**src/rtl/spq_pkg.sv**
```systemverilog
`timescale 1ns / 1ps

package spq_pkg;

    localparam int VALUE_W = 64;
    localparam int PRIO_W  = 16;
    localparam int COUNT_W = 5;
    localparam int STAT_W  = 2;

    localparam logic OP_ENQUEUE = 1'b0;
    localparam logic OP_DEQUEUE = 1'b1;

    localparam logic [STAT_W-1:0] ST_OK    = 2'd0;
    localparam logic [STAT_W-1:0] ST_FULL  = 2'd1;
    localparam logic [STAT_W-1:0] ST_EMPTY = 2'd2;

    typedef struct packed {
        logic enq;        // insert the new item this cycle
        logic deq;        // pop the front this cycle
        logic valid;      // cell holds a stored entry
        logic left_disp;  // left neighbor is displaced by the new item
    } t_cell_ctl;

endpackage

```
**src/rtl/spq_cell.sv**
```systemverilog
`timescale 1ns / 1ps

module spq_cell (
    input  logic                              i_clk,
    input  spq_pkg::t_cell_ctl                i_ctl,
    input  logic signed [spq_pkg::PRIO_W-1:0] i_new_prio,
    input  logic [spq_pkg::VALUE_W-1:0]       i_new_value,
    input  logic signed [spq_pkg::PRIO_W-1:0] i_left_prio,
    input  logic [spq_pkg::VALUE_W-1:0]       i_left_value,
    input  logic signed [spq_pkg::PRIO_W-1:0] i_right_prio,
    input  logic [spq_pkg::VALUE_W-1:0]       i_right_value,
    output logic                              o_disp,
    output logic signed [spq_pkg::PRIO_W-1:0] o_prio,
    output logic [spq_pkg::VALUE_W-1:0]       o_value
);

    logic signed [spq_pkg::PRIO_W-1:0] r_prio, n_prio;
    logic [spq_pkg::VALUE_W-1:0]       r_value, n_value;

    // strict compare keeps equal priorities in arrival order
    assign o_disp = !i_ctl.valid || (r_prio > i_new_prio);

    always_comb begin
        n_prio  = r_prio;
        n_value = r_value;
        if (i_ctl.deq) begin
            n_prio  = i_right_prio;
            n_value = i_right_value;
        end else if (i_ctl.enq && o_disp) begin
            if (i_ctl.left_disp) begin
                n_prio  = i_left_prio;
                n_value = i_left_value;
            end else begin
                n_prio  = i_new_prio;
                n_value = i_new_value;
            end
        end
    end

    always_ff @(posedge i_clk) begin
        r_prio  <= n_prio;
        r_value <= n_value;
    end

    assign o_prio  = r_prio;
    assign o_value = r_value;

endmodule

```
**src/rtl/stable_priority_queue_core.sv**
```systemverilog
`timescale 1ns / 1ps
// Sorted priority queue built as a row of QUEUE_DEPTH cells with parallel compares.
// The result strobe o_done is registered and rises in the cycle after start is accepted.
// Throughput: one item per cycle; busy stays low, and every cell shifts or inserts on the same edge.
// Results cannot be stalled: each one is shown for a single cycle on o_done.
// Synchronous active-low reset empties the queue and clears the strobe.
module stable_priority_queue_core #(
    parameter int QUEUE_DEPTH = 16
) (
    input  logic                              i_clk,
    input  logic                              i_rst_n,
    input  logic                              start,
    output logic                              busy,
    input  logic                              i_operation,
    input  logic [spq_pkg::VALUE_W-1:0]       i_item_value,
    input  logic signed [spq_pkg::PRIO_W-1:0] i_item_priority,
    output logic                              o_done,
    output logic [spq_pkg::VALUE_W-1:0]       o_removed_value,
    output logic [spq_pkg::VALUE_W-1:0]       o_front_value,
    output logic [spq_pkg::COUNT_W-1:0]       o_entry_count,
    output logic [spq_pkg::STAT_W-1:0]        o_status
);

    localparam int CW = $clog2(QUEUE_DEPTH + 1);
    localparam int EW = (CW > spq_pkg::COUNT_W) ? CW : spq_pkg::COUNT_W;

    logic [CW-1:0]                r_count, n_count;
    logic                         r_done;
    logic [spq_pkg::VALUE_W-1:0]  r_removed;
    logic [spq_pkg::STAT_W-1:0]   r_status;

    logic                         accept, full, empty, enq_ok, deq_ok;
    logic [EW-1:0]                count_ext;

    logic                              disp   [QUEUE_DEPTH];
    logic signed [spq_pkg::PRIO_W-1:0] c_prio [QUEUE_DEPTH];
    logic [spq_pkg::VALUE_W-1:0]       c_value[QUEUE_DEPTH];

    assign busy   = 1'b0;
    assign accept = start && !busy;
    assign full   = (r_count == CW'(QUEUE_DEPTH));
    assign empty  = (r_count == '0);
    assign enq_ok = accept && (i_operation == spq_pkg::OP_ENQUEUE) && !full;
    assign deq_ok = accept && (i_operation == spq_pkg::OP_DEQUEUE) && !empty;

    for (genvar g = 0; g < QUEUE_DEPTH; g++) begin : g_cell
        spq_pkg::t_cell_ctl                ctl;
        logic signed [spq_pkg::PRIO_W-1:0] left_prio, right_prio;
        logic [spq_pkg::VALUE_W-1:0]       left_value, right_value;

        assign ctl.enq   = enq_ok;
        assign ctl.deq   = deq_ok;
        assign ctl.valid = (CW'(g) < r_count);

        if (g == 0) begin : g_first
            assign ctl.left_disp = 1'b0;
            assign left_prio     = i_item_priority;
            assign left_value    = i_item_value;
        end else begin : g_mid
            assign ctl.left_disp = disp[g-1];
            assign left_prio     = c_prio[g-1];
            assign left_value    = c_value[g-1];
        end

        // the last cell keeps its contents on a pop; it falls outside the count
        if (g == QUEUE_DEPTH - 1) begin : g_last
            assign right_prio  = c_prio[g];
            assign right_value = c_value[g];
        end else begin : g_inner
            assign right_prio  = c_prio[g+1];
            assign right_value = c_value[g+1];
        end

        spq_cell u_cell (
            .i_clk        (i_clk),
            .i_ctl        (ctl),
            .i_new_prio   (i_item_priority),
            .i_new_value  (i_item_value),
            .i_left_prio  (left_prio),
            .i_left_value (left_value),
            .i_right_prio (right_prio),
            .i_right_value(right_value),
            .o_disp       (disp[g]),
            .o_prio       (c_prio[g]),
            .o_value      (c_value[g])
        );
    end

    always_comb begin
        n_count = r_count;
        if (enq_ok) begin
            n_count = r_count + 1'b1;
        end else if (deq_ok) begin
            n_count = r_count - 1'b1;
        end
    end

    always_ff @(posedge i_clk) begin
        if (!i_rst_n) begin
            r_count <= '0;
            r_done  <= 1'b0;
        end else begin
            r_count <= n_count;
            r_done  <= accept;
        end
    end

    always_ff @(posedge i_clk) begin
        if (accept) begin
            r_removed <= deq_ok ? c_value[0] : '0;
            if (i_operation == spq_pkg::OP_DEQUEUE) begin
                r_status <= empty ? spq_pkg::ST_EMPTY : spq_pkg::ST_OK;
            end else begin
                r_status <= full ? spq_pkg::ST_FULL : spq_pkg::ST_OK;
            end
        end
    end

    assign count_ext       = EW'(r_count);
    assign o_done          = r_done;
    assign o_removed_value = r_removed;
    assign o_front_value   = (r_count != '0) ? c_value[0] : '0;
    assign o_entry_count   = count_ext[spq_pkg::COUNT_W-1:0];
    assign o_status        = r_status;

endmodule

```
**config.mk**
```make
export PLATFORM = sky130hd
export DESIGN_NAME = stable_priority_queue_core
export DESIGN_NICKNAME = d
export VERILOG_FILES = /design/src/rtl/spq_pkg.sv /design/src/rtl/spq_cell.sv /design/src/rtl/stable_priority_queue_core.sv
export SDC_FILE = /design/constraint.sdc
export NUM_CORES = 2
export LEC_CHECK = 0
export BUFFER_PORTS_ARGS = -buffer_cell sky130_fd_sc_hd__buf_2
export CAP_MARGIN = 15
export CORE_MARGIN = 4
export CORE_UTILIZATION = 35
export CTS_CLUSTER_DIAMETER = 200
export DETAILED_ROUTE_END_ITERATION = 6
export PLACE_DENSITY = 0.52
export SKIP_LAST_GASP = 1
export SYNTH_ARGS = -nofsm -noshare
export SYNTH_HDL_FRONTEND = slang
export SYNTH_HIERARCHICAL = 1
export SYNTH_SLANG_ARGS = --single-unit
```
**constraint.sdc**
```tcl
create_clock -name i_clk -period 20 [get_ports i_clk]
set_input_delay 2 -clock i_clk [delete_from_list [all_inputs] [get_ports i_clk]]
set_output_delay 2 -clock i_clk [all_outputs]
set_load 0.01 [all_outputs]
```
Word level (Yosys, flattened, before mapping):

Index checks and enable logic that the tools add are counted.

* bitwise operators: 2
* reduce and logical (&&, ||, !) cells: 73
* equality and inequality tests: 1
* muxes and demuxes: 96
* order comparisons: 32
* add/subtract/negate cells: 2

Operators by type and width (count)
* 64-bit two-way mux: 46
* 16-bit two-way mux: 45
* 16-bit > comparator: 16
* 4-bit by 5-bit < comparator with 1-bit output, first input constant: 8
* 2-bit nonzero test: 16
* 1-bit logical AND: 20
* 3-bit by 5-bit < comparator with 1-bit output, first input constant: 4
* 1-bit zero test: 18
* 1-bit logical OR: 16
* 1-bit by 5-bit < comparator with 1-bit output, first input constant: 2
* 2-bit by 5-bit < comparator with 1-bit output, first input constant: 2
* 5-bit two-way mux: 2
* 5-bit by 1-bit adder with 5-bit output, second input constant: 1
* 5-bit equality test, second input constant: 1
* 5-bit zero test: 1
* 5-bit nonzero test: 1
* 5-bit by 1-bit subtractor with 5-bit output, second input constant: 1
* 2-bit two-way mux: 2
* 1-bit NOT: 2
* 2-bit AND reduction: 1
* 1-bit two-way mux: 1

* register bits: 1352
* output and inout bits: 137
* input bits: 84

Longest topological paths before layout:

* depth after elaboration: 6
* gate-level depth with buffers: 11
* gate-level depth less buffers: 9

Hierarchy:

Netlist, hierarchy kept.

By module, submodules not included
* spq_cell (g_cell[1].u_cell ...): area an instance 4498.1 um^2, instances 9, sequential area each 2402.3 um^2, cells each 411
* spq_cell (g_cell[0].u_cell ...): area an instance 4475.5 um^2, instances 7, sequential area each 2402.3 um^2, cells each 409
* stable_priority_queue_core: area an instance 3430.8 um^2, instances 1, sequential area each 2102.0 um^2, cells each 280

Least setup slack after synthesis:

No wires, ideal clock.

* path kind: input -> register
* start: input port start
* end: register g_cell[0].u_cell.r_prio, in the netlist g_cell[0].u_cell/o_prio[0], enable pin
* path buffers: 0
* required time: 19.436 ns
* path slack: 11.635 ns
* data arrival time: 7.801 ns
* cell stages on the path: 4
* library setup time: 0.564 ns
* path through: inv_1 a311oi_4 inv_1 o41ai_2

* longest elaborated chain between the ends: 4
* elaborated cells on any way between the ends: 6

Ends and longest elaborated chain
* start, declared: line stable_priority_queue_core.sv:12 `input logic start,`
* 1-bit logical AND (2 in a row): line stable_priority_queue_core.sv:43 `assign enq_ok = accept && (i_operation == spq_pkg::OP_ENQUEUE) && !full;`
* named net enq_ok: line stable_priority_queue_core.sv:32 `logic accept, full, empty, enq_ok, deq_ok;`
* 1-bit logical AND: line spq_cell.sv:29 `end else if (i_ctl.enq && o_disp) begin`
* 2-bit nonzero test (no line)
* end signal, assigned: line spq_cell.sv:41 `r_prio <= n_prio;`
* end, declared: line spq_cell.sv:17 `logic signed [spq_pkg::PRIO_W-1:0] r_prio, n_prio;`

The timed path passes the listed nets, and every way through them passes these cells.
A chain may end at the register's enable or synchronous reset.

Worst setup path in the final report:

* start: input port i_operation
* end: register g_cell[1].u_cell.r_value, in the netlist g_cell[1].u_cell/o_value[35], data pin

* longest elaborated chain between the ends: 3

Ends and longest elaborated chain
* start, declared: line stable_priority_queue_core.sv:14 `input logic i_operation,`
* 1-bit logical AND (2 in a row): line stable_priority_queue_core.sv:44 `assign deq_ok = accept && (i_operation == spq_pkg::OP_DEQUEUE) && !empty;`
* 64-bit two-way mux: line spq_cell.sv:26 `if (i_ctl.deq) begin`
* named net g_cell[1].u_cell.n_value (one bit): line spq_cell.sv:18 `logic [spq_pkg::VALUE_W-1:0] r_value, n_value;`
* end signal, assigned: line spq_cell.sv:42 `r_value <= n_value;`
* end, declared: line spq_cell.sv:18

The timed path passes the listed nets, and every way through them passes these cells.

==> implementation parameters <==
Parameter                              Value

Min path
  Terminating pin of the worst hold path ... g_cell[5].u_cell/o_value[39]
  Hold wc startpoint ... g_cell[6].u_cell/o_value[39]
  Hold path cells ... 2
  Worst hold path class ... reg -> reg

Outcome
  Result of the run ... finished clean

STA
  Share of the cycle needed by the critical path after routing ... 0.339
  Final-report max-slew violation count ... 0
  Setup total negative slack ... 0 ns
  Post-layout minimum cycle time ... between 6 and 7 ns
  Setup ws final ... 13.22 ns
  Pin slew with the least headroom to its limit ... 1.38 ns
  Setup repair after global routing missed its margin ... no
  Maximum clock frequency ... 0.148 GHz
  Number of setup violations in the final report ... 0
  Number of endpoints with negative hold slack in the final report ... 0
  Worst relative slew slack ... 0.0828
  Final setup skew ... 0.0367 ns

Global routing
  Wire length of the first global-routing pass ... 337 mm
  Initial antenna violation count ... 19
  Number of global-route vias before repair ... 52.8k
  Overall global routing resource usage ... 0.195
  Sum of overflow across all layers after global routing ... 0
  Pin count of the biggest net entering global routing ... 301

Floorplanning
  Die width ... roughly 470 µm
  Core area ... 213000 µm²
  DIE HEIGHT ... 472 µm
  Area of the die ... 222000 µm²
  Row count ... approximately 170
  Effective utilization at floorplan ... 0.353
  I/O pin total ... 221

Cells and area
  Fill cell count ... 20.6k
  Fraction of final layout cells with drive strength greater than 1 ... 0.0913
  Number of nets in the finished design ... 7227
  Area added between synthesis and finish ... 12.1%
  Most frequent cells in the layout ... edfxtp_1, nand2_1, mux2i_1
  Commonest non-fill, non-tap cell in the layout ... edfxtp_1

Drt
  Count of nets left with antenna violations after detail routing ... 0
  Via count ... 53.1k
  WL final ... 222 mm
  Average wire length per cell after detail routing ... 22.6 µm
  Detailed Routing Iterations Pass 1 ... 6
  # DRC ... 0
  Iteration-0 DRC count of the detailed router ... roughly 4.7k
  Via-to-Cell Ratio ... 5.39

Synthesis
  Mean Syn Cell Area ... 11.0 µm²
  Combined area of all synthesized cells ... 75200 µm²
  Gate count of the mapped netlist ... 6841
  Number of warnings printed during yosys synthesis ... 6

Clocking
  TritonCTS clock tree ... done
  Buffers from clock root to sink, at most ... 3
  Number of clock sinks ... 1352
  Root buffer cell ... clkbuf_16
  Post-cts hold buffer count ... 0
  CTS H-Tree Depth ... 4
  Number of post-CTS setup repair buffers ... 0
  Total CTS buffers ... between 150 and 200
  Clock transition at the registers of the reported paths ... about 0.060 ns
  Source-to-sink clock delay at the later pin of the worst-skew pair ... between 0.8 and 0.9 ns
  Count of instances resized after the clock tree is built ... 0

Placement
  Pre-CTS setup slack ... 12.43 ns
  Detailed-placement wirelength estimate ... 132 mm
  Weighted congestion reported at the end of routability-driven placement ... 0.814
  Number of port buffers ... between 200 and 250

Power and ir drop
  Power density over cell area ... 139 nW/µm²
  Leakage ... 0.0369 µW
  IR drop worst, VDD ... 0.0000915 V
  Total chip power ... 11700 µW

Critical path
  Worst r2r dst ... g_cell[1].u_cell/o_value[35]
  Worst reg2reg setup slack ... 13.27 ns
  Required time worst endpoint ... 20.48 ns
  Cell with the most instances on the worst path ... buf_4
  Standard cell with the maximum stage delay on the critical path ... buf_4
  Largest fanout on the critical path ... 282
  Critical-path cell list ... buf_2, nand2_1, nor2_4, buf_12, buf_12, buf_4, buf_4, buf_4, o21ai_0
  Critical path class ... in -> reg
  Worst reg2reg startpoint ... o_entry_count[1]
  Slowest cell delay on critical path ... about 0.97 ns
  Critical Path End Type ... flop
  Startpoint types ... input pin
  Arrival time of the worst setup path ... 7.26 ns
  Worst-case reg-to-reg path depth ... 10

Job
  Max_cap viols ... 0
==> sequential cells by signal, summed over array words and instances, names as in the netlist <==
signal and flops:
o_status 2, g_cell.u_cell/o_prio 256, o_done 1, o_removed_value 64, o_entry_count 5, g_cell.u_cell/o_value 1024
==> cell type report <==
cell class,instances,area [µm²],share of cell area
Tap cell,2821,3530,0.0418
Inverter,284,1070,0.0126
Antenna cell,7,17.5,0.000208
Multi-Input combinational cell,4756,32000,0.380
Timing Repair Buffer,328,2050,0.0243
Sequential cell,1352,40500,0.481
Clock buffer,193,4190,0.0497
Clock inverter,98,936,0.0111
==> layer usage <==
metal | vias up | routed length (µm) | global-route usage
met1 | 26600 | 102000 | 0.267
met2 | 1206 | 105000 | 0.324
met5 | - | 28 | 0
met3 | 279 | 10000 | 0.0246
li1 | 25000 | - | -
met4 | 6 | 5390 | 0.0535
==> report_power, final <==
group	internal (µW)	total [µW]	switching [µW]
Clock	1670	2910	1250
Sequential	4710	5360	656
Combinational	1240	3430	2200
Total	7610	11700	4100
==> through the flow <==
| step | std cells | hold WS, ns | utilization | area [µm²] |
|---|---|---|---|---|
| after floorplan | 6842 | 0.525 | - | 75200 |
| after global placement | 9539 | 0.535 | 0.372 | 79200 |
| after detailed placement | 9541 | 0.541 | 0.372 | 79200 |
| after CTS | 9832 | 0.552 | 0.396 | 84300 |
| after global routing | 9837 | 0.569 | 0.396 | 84400 |
| final | 9839 | 0.555 | 0.396 | 84400 |
==> how the worst max path moves through the flow <==
stage / slack (ns) / end / from
6_report: 13.22 / g_cell[1].u_cell/o_value[35] / i_operation
5_1_grt: 12.64 / g_cell[7].u_cell/o_value[26] / o_entry_count[1]
4_1_cts: 13.30 / g_cell[1].u_cell/o_value[35] / start
3_5_place_dp: 12.43 / g_cell[1].u_cell/o_value[35] / start
3_3_place_gp: 12.47 / g_cell[1].u_cell/o_value[28] / start
2_1_floorplan: 11.63 / g_cell[15].u_cell/o_prio[0] / start
==> worst max-delay path: cells and delay by family <==
kind	cells	cell delay, ns
buffers and inverters	6	4.24
AND/OR/NAND/NOR	2	0.36
AO/OA/AOI/OAI	1	0.26
Note: power is estimated with default switching activity, not from simulation.
